--- src/sv/uuidp_pkg.sv ---
package uuidp_pkg;

  // Character codes the parser recognizes
  localparam logic [7:0] ChNul    = 8'h00;
  localparam logic [7:0] ChDash   = 8'h2D;
  localparam logic [7:0] ChLBrace = 8'h7B;
  localparam logic [7:0] ChRBrace = 8'h7D;

  // Body: 32 hex digits and 4 dashes, grouped 8-4-4-4-12
  localparam int unsigned BodyLen = 36;
  localparam int unsigned IdxW    = 6;
  localparam logic [IdxW-1:0] DashPos0 = IdxW'(8);
  localparam logic [IdxW-1:0] DashPos1 = IdxW'(13);
  localparam logic [IdxW-1:0] DashPos2 = IdxW'(18);
  localparam logic [IdxW-1:0] DashPos3 = IdxW'(23);
  localparam logic [IdxW-1:0] BodyLast = IdxW'(BodyLen - 1);

  // Default depth of the token queue between front and back
  localparam int unsigned QDepthDefault = 4;

  localparam int unsigned HalfW = 64;

  typedef enum logic [2:0] {
    TK_NUL    = 3'd0,
    TK_LBRACE = 3'd1,
    TK_RBRACE = 3'd2,
    TK_DASH   = 3'd3,
    TK_HEX    = 3'd4,
    TK_OTHER  = 3'd5
  } tok_kind_e;

  typedef struct packed {
    tok_kind_e  kind;
    logic [3:0] nibble;
  } tok_t;

endpackage

--- src/sv/uuidp_front.sv ---
module uuidp_front
  import uuidp_pkg::*;
(
  input  logic [7:0] ch_i,
  output tok_t       tok_o
);

  // Classify one character into a token, decoding hex digits on the way
  always_comb begin
    tok_o.kind   = TK_OTHER;
    tok_o.nibble = 4'd0;
    if (ch_i == ChNul) begin
      tok_o.kind = TK_NUL;
    end else if (ch_i == ChLBrace) begin
      tok_o.kind = TK_LBRACE;
    end else if (ch_i == ChRBrace) begin
      tok_o.kind = TK_RBRACE;
    end else if (ch_i == ChDash) begin
      tok_o.kind = TK_DASH;
    end else if (ch_i inside {[8'h30:8'h39]}) begin
      tok_o.kind   = TK_HEX;
      tok_o.nibble = ch_i[3:0];
    end else if (ch_i inside {[8'h41:8'h46], [8'h61:8'h66]}) begin
      tok_o.kind   = TK_HEX;
      tok_o.nibble = 4'(ch_i[2:0] + 3'd1) + 4'd8;
    end
  end

endmodule

--- src/sv/uuidp_fifo.sv ---
module uuidp_fifo
  import uuidp_pkg::*;
#(
  parameter int unsigned Depth = QDepthDefault
) (
  input  logic                       clk_i,
  input  logic                       rst_ni,
  input  logic                       wr_i,
  input  tok_t                       wr_tok_i,
  input  logic                       rd_i,
  output tok_t                       rd_tok_o,
  output logic                       full_o,
  output logic                       empty_o,
  output logic [$clog2(Depth+1)-1:0] count_o
);

  localparam int unsigned PtrW = (Depth > 1) ? $clog2(Depth) : 1;
  localparam int unsigned CntW = $clog2(Depth + 1);

  tok_t            mem_q [Depth];
  logic [PtrW-1:0] wptr_q, rptr_q;
  logic [CntW-1:0] cnt_q;

  function automatic logic [PtrW-1:0] wrap_inc(logic [PtrW-1:0] p);
    return (p == PtrW'(Depth - 1)) ? '0 : p + PtrW'(1);
  endfunction

  assign full_o   = (cnt_q == CntW'(Depth));
  assign empty_o  = (cnt_q == '0);
  assign count_o  = cnt_q;
  assign rd_tok_o = mem_q[rptr_q];

  always_ff @(posedge clk_i) begin
    if (wr_i) begin
      mem_q[wptr_q] <= wr_tok_i;
    end
  end

  always_ff @(posedge clk_i or negedge rst_ni) begin
    if (!rst_ni) begin
      wptr_q <= '0;
      rptr_q <= '0;
      cnt_q  <= '0;
    end else begin
      if (wr_i) wptr_q <= wrap_inc(wptr_q);
      if (rd_i) rptr_q <= wrap_inc(rptr_q);
      if (wr_i && !rd_i) begin
        cnt_q <= cnt_q + CntW'(1);
      end else if (rd_i && !wr_i) begin
        cnt_q <= cnt_q - CntW'(1);
      end
    end
  end

endmodule

--- src/sv/uuidp_back.sv ---
module uuidp_back
  import uuidp_pkg::*;
(
  input  logic             clk_i,
  input  logic             rst_ni,
  input  logic             tok_valid_i,
  input  tok_t             tok_i,
  output logic             tok_take_o,
  output logic             res_load_o,
  input  logic             pop_i,
  output logic             empty_o,
  output logic             status_o,
  output logic [HalfW-1:0] uuid_high_o,
  output logic [HalfW-1:0] uuid_low_o
);

  typedef enum logic [4:0] {
    PH_START  = 5'b00001,
    PH_BODY   = 5'b00010,
    PH_AFTER  = 5'b00100,
    PH_CLOSED = 5'b01000,
    PH_ERROR  = 5'b10000
  } phase_e;

  phase_e              phase_q, phase_d;
  logic [IdxW-1:0]     idx_q, idx_d;
  logic [2*HalfW-1:0]  acc_q, acc_d;
  logic                res_valid_q;
  logic                res_status_q;
  logic [2*HalfW-1:0]  res_val_q;
  logic                slot_free, is_nul, at_dash, body_ok;

  // A NUL needs a free result slot; every other token goes straight through
  assign slot_free  = !res_valid_q || pop_i;
  assign is_nul     = (tok_i.kind == TK_NUL);
  assign tok_take_o = tok_valid_i && (!is_nul || slot_free);
  assign res_load_o = tok_take_o && is_nul;

  assign at_dash = (idx_q == DashPos0) || (idx_q == DashPos1) ||
                   (idx_q == DashPos2) || (idx_q == DashPos3);
  assign body_ok = at_dash ? (tok_i.kind == TK_DASH) : (tok_i.kind == TK_HEX);

  always_comb begin
    phase_d = phase_q;
    idx_d   = idx_q;
    acc_d   = acc_q;
    if (tok_take_o) begin
      if (is_nul) begin
        phase_d = PH_START;
        idx_d   = '0;
        acc_d   = '0;
      end else begin
        case (phase_q)
          PH_START, PH_BODY: begin
            if (phase_q == PH_START && tok_i.kind == TK_LBRACE) begin
              phase_d = PH_BODY;
            end else if (!body_ok) begin
              phase_d = PH_ERROR;
            end else begin
              if (!at_dash) acc_d = {acc_q[2*HalfW-5:0], tok_i.nibble};
              idx_d   = idx_q + IdxW'(1);
              phase_d = (idx_q >= BodyLast) ? PH_AFTER : PH_BODY;
            end
          end
          PH_AFTER: begin
            phase_d = (tok_i.kind == TK_RBRACE) ? PH_CLOSED : PH_ERROR;
          end
          default: begin
            phase_d = PH_ERROR;
          end
        endcase
      end
    end
  end

  always_ff @(posedge clk_i or negedge rst_ni) begin
    if (!rst_ni) begin
      phase_q     <= PH_START;
      idx_q       <= '0;
      acc_q       <= '0;
      res_valid_q <= 1'b0;
    end else begin
      phase_q <= phase_d;
      idx_q   <= idx_d;
      acc_q   <= acc_d;
      if (res_load_o) begin
        res_valid_q <= 1'b1;
      end else if (pop_i) begin
        res_valid_q <= 1'b0;
      end
    end
  end

  // Result slot payload; zero value on any failed parse
  always_ff @(posedge clk_i) begin
    if (res_load_o) begin
      if (phase_q == PH_AFTER || phase_q == PH_CLOSED) begin
        res_status_q <= 1'b0;
        res_val_q    <= acc_q;
      end else begin
        res_status_q <= 1'b1;
        res_val_q    <= '0;
      end
    end
  end

  assign empty_o     = !res_valid_q;
  assign status_o    = res_status_q;
  assign uuid_high_o = res_val_q[2*HalfW-1:HalfW];
  assign uuid_low_o  = res_val_q[HalfW-1:0];

endmodule

--- src/sv/uuid_text_parser_unit.sv ---
// UUID text parser. Feed a text UUID one character per transfer on ch_i and
// end each string with a NUL (0). The accepted form is an optional leading
// '{', 32 hex digits in either case grouped 8-4-4-4-12 with '-' between the
// groups, an optional '}', then the NUL. Each NUL yields exactly one result:
// status_o 0 with the 128-bit value split over uuid_high_o (bytes 1..8, first
// byte most significant) and uuid_low_o (bytes 9..16), or status_o 1 with both
// halves zero; any other character yields nothing. After an error, characters
// are swallowed until the NUL. Throughput is one character per cycle: a
// character is classified as it enters, waits in a QDepth-entry token queue,
// and the parse engine retires one token per cycle. Only a NUL can stall the
// engine, and only while the single result slot is held and not popped.
// A NUL is written into the token queue, then loaded into the result slot,
// which drives empty low. Reset puts the parser at the start of a string.
module uuid_text_parser_unit
  import uuidp_pkg::*;
#(
  parameter int unsigned QDepth = QDepthDefault
) (
  input  logic             clk_i,
  input  logic             rst_ni,
  input  logic             push,
  output logic             full,
  input  logic [7:0]       ch_i,
  output logic             empty,
  input  logic             pop,
  output logic             status_o,
  output logic [HalfW-1:0] uuid_high_o,
  output logic [HalfW-1:0] uuid_low_o
);

  tok_t                        in_tok, q_tok;
  logic                        q_full, q_empty, q_rd, q_wr, res_load;
  logic [$clog2(QDepth+1)-1:0] q_count;

  // Front: classify the character as it is transferred in
  uuidp_front u_front (
    .ch_i  (ch_i),
    .tok_o (in_tok)
  );

  assign full = q_full;
  assign q_wr = push && !q_full;

  // Token queue decouples the input stream from the parse engine
  uuidp_fifo #(
    .Depth (QDepth)
  ) u_fifo (
    .clk_i    (clk_i),
    .rst_ni   (rst_ni),
    .wr_i     (q_wr),
    .wr_tok_i (in_tok),
    .rd_i     (q_rd),
    .rd_tok_o (q_tok),
    .full_o   (q_full),
    .empty_o  (q_empty),
    .count_o  (q_count)
  );

  // Back: walk the grammar, shift in digits, hold the result slot
  uuidp_back u_back (
    .clk_i       (clk_i),
    .rst_ni      (rst_ni),
    .tok_valid_i (!q_empty),
    .tok_i       (q_tok),
    .tok_take_o  (q_rd),
    .res_load_o  (res_load),
    .pop_i       (pop),
    .empty_o     (empty),
    .status_o    (status_o),
    .uuid_high_o (uuid_high_o),
    .uuid_low_o  (uuid_low_o)
  );

  // A failed parse never shows a value
  a_err_zero : assert property (@(posedge clk_i) disable iff (!rst_ni)
    !empty && status_o |-> (uuid_high_o == '0) && (uuid_low_o == '0))
    else $error("error result carries a nonzero value");

  // Never overwrite a result that has not been transferred out
  a_no_overwrite : assert property (@(posedge clk_i) disable iff (!rst_ni)
    res_load |-> empty || pop)
    else $error("result slot overwritten");

  // A pop with no new result loaded leaves the slot empty
  a_pop_drains : assert property (@(posedge clk_i) disable iff (!rst_ni)
    pop && !empty && !res_load |=> empty)
    else $error("result slot not released after pop");

  // Queue occupancy stays within its depth
  a_q_bound : assert property (@(posedge clk_i) disable iff (!rst_ni)
    q_count <= ($clog2(QDepth+1))'(QDepth))
    else $error("token queue overflow");

endmodule

--- config.mk ---
export PLATFORM = sky130hd
export DESIGN_NAME = uuid_text_parser_unit
export DESIGN_NICKNAME = d
export VERILOG_FILES = /design/src/sv/uuidp_pkg.sv /design/src/sv/uuidp_front.sv /design/src/sv/uuidp_fifo.sv /design/src/sv/uuidp_back.sv /design/src/sv/uuid_text_parser_unit.sv
export SDC_FILE = /design/constraint.sdc
export NUM_CORES = 1
export LEC_CHECK = 0
export BUFFER_PORTS_ARGS = -buffer_cell sky130_fd_sc_hd__buf_2
export CORE_MARGIN = 2
export CORE_UTILIZATION = 45
export DETAILED_ROUTE_END_ITERATION = 10
export PLACE_DENSITY = 0.69
export SETUP_SLACK_MARGIN = 0.1
export SLEW_MARGIN = 20
export SYNTH_ARGS = -nofsm -noshare
export SYNTH_HDL_FRONTEND = slang
export SYNTH_SLANG_ARGS = --single-unit
--- constraint.sdc ---
create_clock -name clk_i -period 9.95 [get_ports clk_i]
set_clock_uncertainty 0.15 [all_clocks]
set_input_delay 1.99 -clock clk_i [delete_from_list [all_inputs] [get_ports clk_i]]
set_output_delay 1.99 -clock clk_i [all_outputs]
set_load 0.01 [all_outputs]
# --- After elaboration in Yosys (flattened, before gate mapping) ---
# Memories as Yosys holds them, arrays and structs flattened.
# Cells that the tools add are included.
word_totals:
  regBits: 276
  ram_bits: 28
  inputBits: 12
  out_inout_bits: 131
  memories: 1
classes:
  addsub: 7
  order_cmp: 7
  eq_ne: 20
  n_mux: 35
  reduce_logical: 32
mem_list:
  columns: ["memory", "depth", "word_bits", "read_ports", "rd_clocked_by_memory_dff", "wr", "line_no", "text"]
  rows:
  - ["u_fifo.mem_q", 4, 7, 1, 0, 1, "uuidp_fifo.sv:20", "tok_t mem_q [Depth];"]
op_table:
  columns: ["cell", "count"]
  rows:
  - ["$mux W128", 5]
  - ["$mux W5", 6]
  - ["$mux W6", 4]
  - ["$mux W3", 7]
  - ["$eq A8 B7 Y1 const B", 2]
  - ["$ge A8 B7 Y1 const B", 2]
  - ["$le A8 B7 Y1 const B", 2]
  - ["$mux W4", 4]
  - ["$eq A6 B4 Y1 const B", 2]
  - ["$eq A6 B5 Y1 const B", 2]
  - ["$pmux W5 S2", 1]
  - ["$reduce_bool A2 Y1", 5]
  - ["$logic_and A1 B1 Y1", 9]
  - ["$eq A8 B6 Y1 const B", 1]
  - ["$ge A8 B6 Y1 const B", 1]
  - ["$le A8 B6 Y1 const B", 1]
  - ["$logic_not A8 Y1", 1]
  - ["$add A6 B1 Y6 const B", 1]
  - ["$eq A3 B2 Y1 const B", 2]
  - ["$eq A3 B3 Y1 const B", 2]
  - ["$ge A6 B6 Y1 const B", 1]
  - ["$logic_not A1 Y1", 6]
  - ["$logic_not A3 Y1", 2]
  - ["$logic_or A1 B1 Y1", 6]
  - ["other kinds (17)", 26]

# --- Depth between registers and ports, before layout ---
# Gate-level depths: netlist of run 1.
depth:
  word_depth: 9
  depth_mapped: 12
  ltp_nobuf: 10

# --- Modules after synthesis ---
# A second synthesis of run 1 with hierarchy kept.
hier_totals:
  hier_cells: 1023
  hier_area_um2: 12991.2
by_module_without_submodules:
  columns: ["mod", "instances", "cells_per_inst", "area_each_um2", "seq_area_each_um2"]
  rows:
  - ["uuidp_back", 1, 914, 11284.6, 7378.3]
  - ["uuidp_fifo", 1, 74, 1427.6, 1016.0]
  - ["uuidp_front", 1, 33, 261.5, 0.0]
  - ["uuid_text_parser_unit", 1, 2, 17.5, 0.0]

# --- Least setup slack after synthesis of run 1 ---
# OpenSTA, ideal clock, no wires.
synth_timing:
  kind: "input to register"
  from: "in pop"
  to: "reg u_back.res_val_q[0], enable pin"
  setup_ns: 0.485
  arrival_ns: 4.793
  slack_ns: 4.523
  path_stages: 4
  n_path_buf: 0
  cell_sequence: "nor2_1 > nor2_1 > nand2_1 > inv_1"
synth_between:
  elab_chain_len: 4
synth_rtl:
  columns: ["item", "line_no", "text"]
  rows:
  - ["start, declared", "uuid_text_parser_unit.sv:25", "input logic pop,"]
  - ["$logic_or A1 B1 Y1", "uuidp_back.sv:34", "assign slot_free = !res_valid_q || pop_i;"]
  - ["$logic_or A1 B1 Y1", "uuidp_back.sv:36", "assign tok_take_o = tok_valid_i && (!is_nul || slot_free);"]
  - ["$logic_and A1 B1 Y1", "uuidp_back.sv:36", null]
  - ["$logic_and A1 B1 Y1", "uuidp_back.sv:37", "assign res_load_o = tok_take_o && is_nul;"]
  - ["net res_load", "uuid_text_parser_unit.sv:32", "logic q_full, q_empty, q_rd, q_wr, res_load;"]
  - ["end signal, assigned", "uuidp_back.sv:99", "res_val_q <= acc_q;"]
  - ["end, declared", "uuidp_back.sv:30", "logic [2*HalfW-1:0] res_val_q;"]
# The timed path passes the listed nets, and every way through them passes these cells.
# A chain may end at the register's enable or synchronous reset.

# --- Final worst setup path of run 1 ---
layout_timing:
  from: "in pop"
  to: "reg u_back.acc_q[77]"
layout_between:
  elab_chain_len: 4
layout_rtl:
  columns: ["item", "line_no", "text"]
  rows:
  - ["$logic_or A1 B1 Y1", "uuidp_back.sv:34", null]
  - ["$logic_or A1 B1 Y1", "uuidp_back.sv:36", null]
  - ["$logic_and A1 B1 Y1", "uuidp_back.sv:36", null]
  - ["$reduce_and A5 Y1 (no source line)", null, null]
  - ["end signal, assigned", "uuidp_back.sv:80", "acc_q <= '0;"]
  - ["end signal, assigned", "uuidp_back.sv:85", "acc_q <= acc_d;"]
  - ["end, declared", "uuidp_back.sv:27", "logic [2*HalfW-1:0] acc_q, acc_d;"]
# No other way between the ends.

==> Flow_metrics.wiki, run 1 <==
{| class="wikitable"
! Metric !! Value
|-
| Run status || complete, no violations
|-
| Number of distinct standard cells referenced by the synthesized netlist || 55
|-
| Setup slack after layout || 6.02 ns
|-
| Setup-failing EPs final || 0
|-
| Synthesis-to-finish area growth || 15.3%
|-
| H-tree depth reported by CTS || 1
|-
| Number of max-cap violations || 0
|-
| Post-CTS setup-driven buffer insertion count || 0
|-
| Count of vias placed by the detailed router || 7743
|-
| Number of search-and-repair iterations in the first detailed-routing pass || 5
|-
| Setup CP Type || input pin to register
|-
| Number of warnings issued by yosys || 0
|-
| Element type at the critical path end || register
|-
| Pin count of the biggest net entering global routing || 138
|-
| Critical path data required time || 10.16 ns
|-
| Clock root buffer || sky130_fd_sc_hd__clkbuf_16
|-
| Number of antenna diodes || 0
|-
| Initial Util || 45.8%
|-
| Chain of cells forming the critical path || buf_2 > nor2_1 > a21oi_2 > nand2_8 > buf_4 > o21ai_0
|-
| Placer's final routability congestion estimate || 0.763
|-
| Synth top area share || 38.2%
|-
| Number of buffers inserted during clock tree synthesis || 30
|-
| Final number of hold-violating endpoints || 0
|-
| Final-report max-slew violation count || 0
|-
| Post-detailed-route wirelength per cell || 15.5 um
|-
| Maximum buffer depth of the clock tree || 3
|-
| Setup TNS || 0 ns
|-
| Headroom to the max-slew limit || 33.5%
|-
| Main synth FF type || sky130_fd_sc_hd__edfxtp_1
|-
| Total Nets Final || 1179
|-
| Tcrit/Tclk final || 39.5%
|-
| Detailed router's first-iteration violation count || 636
|-
| Global-route wire length before repair || 38400 um
|-
| Site Rows || 60
|-
| Final total power || 3.35 mW
|-
| Beginning of the worst register-to-register path || u_fifo.rptr_q[0]$_DFFE_PN0P_
|-
| Power density normalized to cell area || 236 nW/um2
|-
| Input/output buffers || 142
|-
| Total Routing Usage GR || 16.4%
|-
| Fraction of layout cells with a size suffix above 1 || 18.2%
|-
| Post-layout min period || 3.93 ns
|-
| Syn Std Cell Area || 12300 um2
|-
| Worst-Skew Late Latency || 0.54 ns
|-
| Post-synth EDFFs || 157
|-
| Die height || 170 um
|-
| Syn_area_per_cell || 11.8 um2
|-
| Sequential cell area fraction in the yosys report || 68.1%
|-
| Highest ir drop seen on vdd || 0.000154 V
|-
| RSZ-0062 raised after global routing || no
|-
| Post-route non-filler standard cell count || 1516
|-
| Post-cts gate resize count || 0
|-
| Core area || 27000 um2
|-
| Number of clock sinks || 304
|-
| Post-Synthesis Net Count || 1073
|-
| Beginning of the worst hold path || u_back.acc_q[124]$_DFFE_PN0P_
|-
| Synthesized netlist cell count || 1045
|-
| Beginning of the critical path || pop
|-
| Via/cell ratio || 5.11
|-
| DRC violation count after routing || 0
|-
| Worst slack, placed || 5.49 ns
|-
| Number of synthesized register bits || 304
|-
| Top cells by count, synth || sky130_fd_sc_hd__nand2_1 (275), sky130_fd_sc_hd__edfxtp_1 (157), sky130_fd_sc_hd__dfrtp_1 (146)
|-
| Die Outline Area || 28700 um2
|-
| Arrival time of data at the critical path endpoint || 4.15 ns
|-
| Maximum achievable frequency || 254 MHz
|-
| Grt total ovfl || 0
|-
| Crit Path Max Fanout || 137
|-
| Vias in the first global route || 7471
|-
| Library cell occupying the most area in the post-synthesis netlist || sky130_fd_sc_hd__edfxtp_1
|-
| Hold buffers post-CTS || 0
|-
| Number of cells after detailed placement || 1460
|-
| Crit-path max cell delay || 0.90 ns
|-
| Clock slew seen by the registers of the worst setup and hold paths || 0.06 ns
|-
| Crit path max-delay cell type || sky130_fd_sc_hd__buf_4
|-
| Die X || 170 um
|-
| Dominant cell by count in the synthesized netlist || sky130_fd_sc_hd__nand2_1
|-
| Boundary Pins || 143
|-
| TritonCTS clock tree || yes
|-
| Number of routed nets with antenna violations || 0
|-
| DP HPWL || 14300 um
|-
| Dominant cells by area after synthesis || sky130_fd_sc_hd__edfxtp_1 (38%), sky130_fd_sc_hd__dfrtp_1 (30%), sky130_fd_sc_hd__nand2_1 (8.4%)
|-
| Category of the worst setup path launch point || input pin
|-
| Path class of the lowest-slack min-delay path || register to register
|-
| Initial antenna violation count || 0
|-
| Wire length reported by the detailed router || 23500 um
|-
| Static leakage || 6.19 nW
|-
| Worst slew pin tran || 0.998 ns
|-
| Share of async-settable or async-resettable flops after synthesis || 48.4%
|}
[cells by family after synthesis]
| kind of cell | after synthesis | share of synthesized area, % |
|---|---|---|
| DFF | 304 | 68.1 |
| xor gates and xnor gates | 6 | 0.426 |
| buffers and inverters | 89 | 3.32 |
| muxes | 13 | 1.93 |
| and+or+nand+nor | 457 | 17.5 |
| adders and majority gates | 16 | 1.68 |
| AOI/OAI and AO/OA | 160 | 7.04 |
[through the flow]
step	hold WS (ns)	area [um2]	utilization, %
finish	0.332	14200	52.8
global route	0.356	14200	52.8
CTS	0.335	14200	52.8
detailed placement	0.321	13200	49.1
global placement	0.306	13200	49.0
floorplan	0.292	12300	-
[sequential cells by signal, indices dropped and copies added, names as in the netlist]
signal,flops
u_back.status_o,1
u_back.res_val_q,128
u_fifo.rptr_q,2
u_back.phase_q,5
u_fifo.mem_q,28
u_back.res_valid_q,1
u_back.acc_q,128
u_fifo.count_o,3
u_fifo.wptr_q,2
u_back.idx_q,6
[worst max-delay path: cells and delay by family]
kind            cells  cell delay [ns]
buf+inv             2             1.00
compound gates      2             0.39
simple gates        2             0.65
[worst paths after layout]
| kind | endpoint | slack (ns) | depth (start not counted) |
|---|---|---|---|
| hold reg to reg | u_back.acc_q[124]$_DFFE_PN0P_ | 0.33 | 2 |
| setup / recovery | u_back.acc_q[77]$_DFFE_PN0P_ | 6.02 | 6 |
| hold / removal | u_back.acc_q[124]$_DFFE_PN0P_ | 0.33 | 2 |
| setup reg to reg | u_back.acc_q[77]$_DFFE_PN0P_ | 6.04 | 6 |
| max in group asynchronous | u_back.acc_q[97]$_DFFE_PN0P_ | 6.98 | 2 |
| min in group asynchronous | u_back.acc_q[40]$_DFFE_PN0P_ | 1.34 | 1 |
[layout make-up]
type	instances	area [um2]
clock buffer	40	820
fill	2306	12700
inverter	14	57.6
sequential	304	8390
multi-input combinational	652	3570
timing repair buffer	149	773
tap	341	427
clock inverter	16	179
[routing by layer]
metal	vias to the layer above	GRT usage (%)	wire, um	share of wire [%]
li1	3851	-	-	-
met1	3698	23.7	11000	47
met2	157	25.9	11000	47
met3	37	2.66	968	4.1
met4	0	4.50	466	2.0
met5	-	0	0	0
[report_power, final]
part	internal (mW)	switching, mW
combinational	0.178	0.423
sequential	1.51	0.0956
clock	0.681	0.458
total	2.37	0.976
[layout by cell type, fill, tap and decap left out, types with 3 or more instances in the layout]
cell type / synthesis / layout
sky130_fd_sc_hd__bufinv_16: 0 / 4
sky130_fd_sc_hd__clkbuf_16: 0 / 31
sky130_fd_sc_hd__o21ai_0: 95 / 95
sky130_fd_sc_hd__clkinv_2: 0 / 7
sky130_fd_sc_hd__and3_1: 128 / 128
sky130_fd_sc_hd__nand3b_1: 3 / 3
sky130_fd_sc_hd__clkbuf_1: 57 / 8
sky130_fd_sc_hd__or4_1: 3 / 3
sky130_fd_sc_hd__ha_1: 15 / 15
sky130_fd_sc_hd__buf_4: 1 / 6
sky130_fd_sc_hd__nand3_1: 4 / 4
sky130_fd_sc_hd__inv_1: 13 / 12
sky130_fd_sc_hd__mux4_1: 4 / 4
sky130_fd_sc_hd__a21oi_1: 7 / 7
sky130_fd_sc_hd__xor2_1: 4 / 3
sky130_fd_sc_hd__o21ai_1: 40 / 40
sky130_fd_sc_hd__o31ai_1: 3 / 3
sky130_fd_sc_hd__dfrtp_1: 146 / 146
sky130_fd_sc_hd__and2_1: 6 / 6
sky130_fd_sc_hd__mux2_2: 4 / 4
sky130_fd_sc_hd__nor2_1: 12 / 12
sky130_fd_sc_hd__mux4_2: 3 / 3
sky130_fd_sc_hd__nor3_1: 8 / 7
sky130_fd_sc_hd__nand2_1: 275 / 275
sky130_fd_sc_hd__edfxtp_1: 157 / 157
sky130_fd_sc_hd__clkinv_1: 1 / 5
sky130_fd_sc_hd__buf_2: 9 / 141
(Power assumes the default switching activity.)
==> inputs of run 2 (changes only) <==
==> constraint.sdc (replaced) <==
create_clock -name clk_i -period 4 [get_ports clk_i]
set_clock_uncertainty 0.15 [all_clocks]
set_input_delay 0.8 -clock clk_i [delete_from_list [all_inputs] [get_ports clk_i]]
set_output_delay 0.8 -clock clk_i [all_outputs]
set_load 0.01 [all_outputs]
==> run 2 against run 1 <==
  * Count of clock-buffer cells in the layout grew 2
  * Sequential power grew 150%
  * Global-route usage grew 0.073 points
  * Total power grew to 2.5 times the previous value
  * Critical path depth grew 4
  * Setup slack lost 5.3 ns
  * Register-to-register slack lost 5.3 ns
  * Critical endpoint is now u_fifo.count_o[2]$_DFFE_PN0P_
==> Flow_metrics.wiki, run 2 (same netlist as run 1, synthesis figures left out) <==
{| class="wikitable"
! Metric !! Value
|-
| Run status || complete, no violations
|-
| Power density normalized to cell area || 585 nW/um2
|-
| Switch share || 29.3%
|-
| Fraction of layout cells with a size suffix above 1 || 18.9%
|-
| Detailed router's first-iteration violation count || 591
|-
| Vias in the first global route || 7508
|-
| Final total power || 8.40 mW
|-
| Input/output buffers || 142
|-
| RSZ-0062 raised after global routing || no
|-
| Die Outline Area || 28700 um2
|-
| Beginning of the worst register-to-register path || u_fifo.rptr_q[0]$_DFFE_PN0P_
|-
| Critical path data required time || 4.32 ns
|-
| Core area || 27000 um2
|-
| Beginning of the critical path || u_fifo.rptr_q[0]$_DFFE_PN0P_
|-
| Setup TNS || 0 ns
|-
| Crit Path Max Fanout || 10
|-
| Final number of hold-violating endpoints || 0
|-
| DP HPWL || 14400 um
|-
| Most common library cell in the layout ignoring fill and taps || sky130_fd_sc_hd__nand2_1
|-
| Layout fillers || 2269
|-
| Sequential fraction of design power || 47.6%
|-
| Arrival time of data at the critical path endpoint || 3.63 ns
|-
| Post-CTS setup-driven buffer insertion count || 0
|-
| Final-report max-slew violation count || 0
|-
| Clock root buffer || sky130_fd_sc_hd__clkbuf_16
|-
| Boundary Pins || 143
|-
| Static leakage || 6.25 nW
|-
| Grt total ovfl || 0
|-
| Worst hold slack || 0.0976 ns
|-
| Element type at the critical path end || register
|-
| Pin count of the biggest net entering global routing || 115
|-
| Worst slew pin tran || 0.816 ns
|-
| Commonest cells after routing, fill and taps aside || sky130_fd_sc_hd__nand2_1 (275), sky130_fd_sc_hd__edfxtp_1 (157), sky130_fd_sc_hd__dfrtp_1 (146)
|-
| Number of max-cap violations || 0
|-
| Clock power share || 33.5%
|-
| TritonCTS clock tree || yes
|-
| Setup-failing EPs final || 0
|-
| Post-cts gate resize count || 0
|-
| Number of antenna diodes || 0
|-
| Setup CP Type || register to register
|-
| Wire length reported by the detailed router || 23700 um
|-
| Gate power share || 18.9%
|-
| Largest registers || u_back.acc_q x128, u_back.res_val_q x128, u_fifo.mem_q x28
|-
| H-tree depth reported by CTS || 1
|-
| Post-detailed-route wirelength per cell || 15.5 um
|-
| Tcrit/Tclk final || 82.7%
|-
| Initial antenna violation count || 0
|-
| Number of routed nets with antenna violations || 0
|-
| Synthesis-to-finish area growth || 16.4%
|-
| Total Routing Usage GR || 16.5%
|-
| Global-route wire length before repair || 38700 um
|-
| Site Rows || 60
|-
| Switching power || 2.46 mW
|-
| Via/cell ratio || 5.16
|-
| Headroom to the max-slew limit || 45.6%
|-
| Placer's final routability congestion estimate || 0.843
|-
| Number of clock sinks || 304
|-
| Clock slew seen by the registers of the worst setup and hold paths || 0.06 ns
|-
| DRC violation count after routing || 0
|-
| Setup slack on the worst flop-to-flop path || 0.69 ns
|-
| Maximum achievable frequency || 302 MHz
|-
| Critical path destination || u_fifo.count_o[2]$_DFFE_PN0P_
|-
| Path class of the lowest-slack min-delay path || input pin to asynchronous set/reset pin
|-
| Count of vias placed by the detailed router || 7868
|-
| Post-layout min period || 3.31 ns
|-
| Highest ir drop seen on vdd || 0.000327 V
|-
| Initial Util || 45.8%
|-
| Total Nets Final || 1187
|-
| Hold buffers post-CTS || 0
|-
| Depth of the most critical reg-to-reg path || 10
|-
| Die height || 170 um
|-
| Number of search-and-repair iterations in the first detailed-routing pass || 4
|-
| Critical R2R Capture || u_fifo.count_o[2]$_DFFE_PN0P_
|-
| Number of buffers inserted during clock tree synthesis || 30
|-
| Worst-Skew Late Latency || 0.54 ns
|-
| Category of the worst setup path launch point || register
|-
| Cell internal pwr || 5.94 mW
|-
| Maximum buffer depth of the clock tree || 3
|-
| Die X || 170 um
|}
## run 2: worst min path at each step
stage | start | end | slack, ns | cells after the start
4_1_cts | rst_ni | u_back.acc_q[33]$_DFFE_PN0P_ | 0.13 | 1
5_1_grt | rst_ni | u_back.acc_q[37]$_DFFE_PN0P_ | 0.14 | 1
2_1_floorplan | u_back.acc_q[124]$_DFFE_PN0P_ | u_back.acc_q[124]$_DFFE_PN0P_ | 0.29 | 2
3_3_place_gp | u_back.acc_q[124]$_DFFE_PN0P_ | u_back.acc_q[124]$_DFFE_PN0P_ | 0.31 | 2
6_report | rst_ni | u_back.acc_q[37]$_DFFE_PN0P_ | 0.1 | 1
3_5_place_dp | u_back.acc_q[125]$_DFFE_PN0P_ | u_back.acc_q[125]$_DFFE_PN0P_ | 0.31 | 2
## run 2: worst max-delay path, cell delays in order, from the launching register on
cell,delay [ns]
sky130_fd_sc_hd__dfrtp_1,0.63
sky130_fd_sc_hd__mux4_2,0.66
sky130_fd_sc_hd__nor3_4,0.32
sky130_fd_sc_hd__a21oi_2,0.19
sky130_fd_sc_hd__clkinv_1,0.19
sky130_fd_sc_hd__ha_1,0.22
sky130_fd_sc_hd__inv_1,0.06
sky130_fd_sc_hd__fa_1,0.39
sky130_fd_sc_hd__xor2_1,0.18
sky130_fd_sc_hd__nor2_1,0.11
sky130_fd_sc_hd__xor2_1,0.15
## run 2: power by group through the flow
stage | Combinational, mW | Clock, mW | Sequential [mW]
after floorplan | 1.07 | 0 | 4.09
after global placement | 1.57 | 0 | 4.06
after detailed placement | 1.61 | 0 | 4.07
after CTS | 1.61 | 2.87 | 4.01
after global routing | 1.79 | 2.99 | 4.05
final | 1.59 | 2.81 | 4.00
## run 2: metal layers
| layer | GRT usage (%) | wire length, um | vias up |
|---|---|---|---|
| met5 | 0 | 0 | - |
| met4 | 3.98 | 405 | 0 |
| met3 | 2.57 | 1080 | 34 |
| met2 | 25.7 | 10900 | 185 |
| met1 | 24.4 | 11200 | 3776 |
| li1 | - | - | 3873 |
## run 2: layout make-up
cell class,count,area (um2),share of cell area (%)
clock buffers,42,847,5.90
clock inverters,14,148,1.03
inverters,14,56.3,0.392
multi-input cells,652,3570,24.9
flip-flops and latches,304,8390,58.5
well taps,341,427,2.97
repair buffers,157,917,6.39
## run 2: stage by stage
stage	instance area, um2	instances	setup WS (ns)	utilization [%]
6_report	14400	1524	0.693	53.3
5_1_grt	14400	1524	0.445	53.3
4_1_cts	14400	1524	0.658	53.3
3_5_place_dp	13400	1468	0.688	49.6
3_3_place_gp	13400	1468	0.808	49.6
2_1_floorplan	12300	1045	0.378	-
==> inputs of run 3 (changes only) <==
==> constraint.sdc (replaced) <==
create_clock -name clk_i -period 3.28 [get_ports clk_i]
set_clock_uncertainty 0.15 [all_clocks]
set_input_delay 0.656 -clock clk_i [delete_from_list [all_inputs] [get_ports clk_i]]
set_output_delay 0.656 -clock clk_i [all_outputs]
set_load 0.01 [all_outputs]
==> run 3 against run 2 <==
  * Via count up 0.65%
  * Flip-flop and latch count unchanged
  * Core utilization up 0.26 points
  * Final area up 0.50%
  * Clock power up 21%
  * First-iteration DRC count up 1.4%
  * Total power up 23%
  * Critical path type unchanged
  * Critical endpoint unchanged
  * Largest cell class unchanged
==> Flow_metrics.wiki, run 3 (same netlist as run 1, synthesis figures left out) <==
{| class="wikitable"
! Metric !! Value
|-
| Run status || complete, no violations
|-
| Post-route non-filler standard cell count || 1529
|-
| Number of max-cap violations || 0
|-
| Worst slew pin tran || 0.673 ns
|-
| Setup-failing EPs final || 0
|-
| DRC violation count after routing || 0
|-
| Commonest cells after routing, fill and taps aside || sky130_fd_sc_hd__nand2_1 (274), sky130_fd_sc_hd__edfxtp_1 (157), sky130_fd_sc_hd__dfrtp_1 (145)
|-
| Cell internal pwr || 7.27 mW
|-
| Count of vias placed by the detailed router || 7919
|-
| Maximum achievable frequency || 351 MHz
|-
| Via/cell ratio || 5.18
|-
| Post-layout min period || 2.85 ns
|-
| Crit path max-delay cell type || sky130_fd_sc_hd__mux4_2
|-
| Layout fillers || 2249
|-
| TritonCTS clock tree || yes
|-
| Global-route wire length before repair || 39200 um
|-
| Crit-path max cell delay || 0.62 ns
|-
| Clock power share || 33.1%
|-
| Die X || 170 um
|-
| Number of search-and-repair iterations in the first detailed-routing pass || 4
|-
| CP most frequent cell || sky130_fd_sc_hd__xor2_1
|-
| Crit Path Max Fanout || 10
|-
| Largest registers || u_back.acc_q x128, u_back.res_val_q x128, u_fifo.mem_q x28
|-
| Headroom to the max-slew limit || 55.1%
|-
| Boundary Pins || 143
|-
| Placer's final routability congestion estimate || 0.784
|-
| Number of cells after detailed placement || 1470
|-
| Post-route design area || 14400 um2
|-
| Input/output buffers || 142
|-
| Final core utilization || 53.5%
|-
| H-tree depth reported by CTS || 1
|-
| Detailed router's first-iteration violation count || 599
|-
| Fraction of layout cells with a size suffix above 1 || 19.4%
|-
| Setup TNS || 0 ns
|-
| Critical path data required time || 3.59 ns
|-
| Die height || 170 um
|-
| Switch share || 29.4%
|-
| Setup CP Type || register to register
|-
| DP HPWL || 14600 um
|-
| Clock slew seen by the registers of the worst setup and hold paths || 0.06 ns
|-
| Grt total ovfl || 0
|-
| Site Rows || 60
|-
| Total Routing Usage GR || 16.7%
|-
| Initial Util || 45.8%
|-
| Arrival time of data at the critical path endpoint || 3.16 ns
|-
| Number of antenna diodes || 0
|-
| Post-CTS setup-driven buffer insertion count || 0
|-
| Path class of the lowest-slack min-delay path || input pin to register
|-
| RSZ-0062 raised after global routing || no
|-
| Final-report max-slew violation count || 0
|-
| Most common library cell in the layout ignoring fill and taps || sky130_fd_sc_hd__nand2_1
|-
| Worst-Skew Late Latency || 0.55 ns
|-
| Post-Place Cell Area || 13400 um2
|-
| Clock root buffer || sky130_fd_sc_hd__clkbuf_16
|-
| Number of buffers inserted during clock tree synthesis || 31
|-
| Number of buffer and inverter instances along the worst setup path || 2
|-
| Chain of cells forming the critical path || mux4_2 > nor3_4 > a21oi_2 > clkinv_1 > ha_1 > inv_1 > fa_1 > xor2_1 > nor2_1 > xor2_1
|-
| Core area || 27000 um2
|-
| Maximum buffer depth of the clock tree || 3
|-
| Pin count of the biggest net entering global routing || 130
|-
| Multi-input gate area in the final layout || 3570 um2
|-
| Synthesis-to-finish area growth || 17.0%
|-
| Vias in the first global route || 7607
|-
| Gate power share || 19.5%
|-
| Crit path max-delay family || multiplexers
|-
| Power density normalized to cell area || 713 nW/um2
|-
| Final number of hold-violating endpoints || 0
|-
| Category of the worst setup path launch point || register
|-
| Post-detailed-route wirelength per cell || 15.7 um
|-
| Static leakage || 6.28 nW
|-
| Sequential fraction of design power || 47.4%
|-
| Wire length reported by the detailed router || 24000 um
|-
| Highest ir drop seen on vdd || 0.000464 V
|-
| Switching power || 3.02 mW
|-
| Reg area || 8400 um2
|-
| Element type at the critical path end || register
|-
| Number of clock sinks || 304
|-
| Die Outline Area || 28700 um2
|-
| Tcrit/Tclk final || 86.8%
|-
| Total Nets Final || 1191
|-
| Initial antenna violation count || 0
|-
| Number of routed nets with antenna violations || 0
|}
-- run 3: cell types whose count changed in the layout (fill, tap and decap cells not counted), sizes merged --
| cell | change |
|---|---|
| dlygate4sd3 | +1 |
| bufinv | -1 |
| buf | +2 |
| clkbuf | +3 |
-- run 3: per-layer routing --
metal / share of wire [%] / GRT usage (%)
met5: 0 / 0
met4: 2.2 / 4.98
met3: 4.4 / 2.43
met2: 47 / 26.3
met1: 47 / 24.4
-- run 3: through the flow --
stage                     hold WS (ns)  setup slack, ns  total power, mW
after floorplan                  0.210           -0.271             6.29
after global placement           0.306            0.403             6.91
after detailed placement         0.319            0.322             6.99
after CTS                        0.160            0.279             10.4
after global routing             0.187            0.210             10.8
final                            0.174            0.432             10.3
-- run 3: power by group through the flow --
stage / sequential [mW] / combinational, mW / clock [mW]
finish: 4.88 / 2.00 / 3.41
global route: 4.94 / 2.25 / 3.65
CTS: 4.88 / 2.04 / 3.49
detailed placement: 4.96 / 2.03 / 0
global placement: 4.94 / 1.97 / 0
floorplan: 4.98 / 1.30 / 0
-- run 3: cell type report --
cell class	count	share of cell area (%)
sequential	304	58.2
multi-input combinational	652	24.8
timing repair buffer	160	6.79
clock buffer	45	6.09
tap	341	2.96
clock inverter	13	0.841
inverter	14	0.390
-- run 3: worst paths after layout --
path | from | end | slack (ns) | cells past startpoint
max | u_fifo.rptr_q[0]$_DFFE_PN0P_ | u_fifo.count_o[2]$_DFFE_PN0P_ | 0.43 | 10
min | pop | u_back.res_valid_q$_DFFE_PN0P_ | 0.17 | 2
max reg2reg | u_fifo.rptr_q[0]$_DFFE_PN0P_ | u_fifo.count_o[2]$_DFFE_PN0P_ | 0.43 | 10
min reg2reg | u_back.acc_q[126]$_DFFE_PN0P_ | u_back.acc_q[126]$_DFFE_PN0P_ | 0.33 | 2
max in group asynchronous | rst_ni | u_back.acc_q[60]$_DFFE_PN0P_ | 1.68 | 3
min in group asynchronous | rst_ni | u_fifo.wptr_q[1]$_DFFE_PN0P_ | 0.47 | 2
-- run 3: timing repair --
action                                  in CTS  in global routing
endpoints found under the hold margin       50                  0
hold buffers                                 1                  0
gates resized for setup                      0                  1
endpoints found under the setup margin       0                  1
-- run 3: worst reg2reg max path: stages, from the launching register on --
cell and delay [ns]:
sky130_fd_sc_hd__dfrtp_2 0.51, sky130_fd_sc_hd__mux4_2 0.62, sky130_fd_sc_hd__nor3_4 0.24, sky130_fd_sc_hd__a21oi_2 0.09, sky130_fd_sc_hd__clkinv_1 0.07, sky130_fd_sc_hd__ha_1 0.18, sky130_fd_sc_hd__inv_1 0.06, sky130_fd_sc_hd__fa_1 0.38
sky130_fd_sc_hd__xor2_1 0.17, sky130_fd_sc_hd__nor2_1 0.11, sky130_fd_sc_hd__xor2_1 0.16
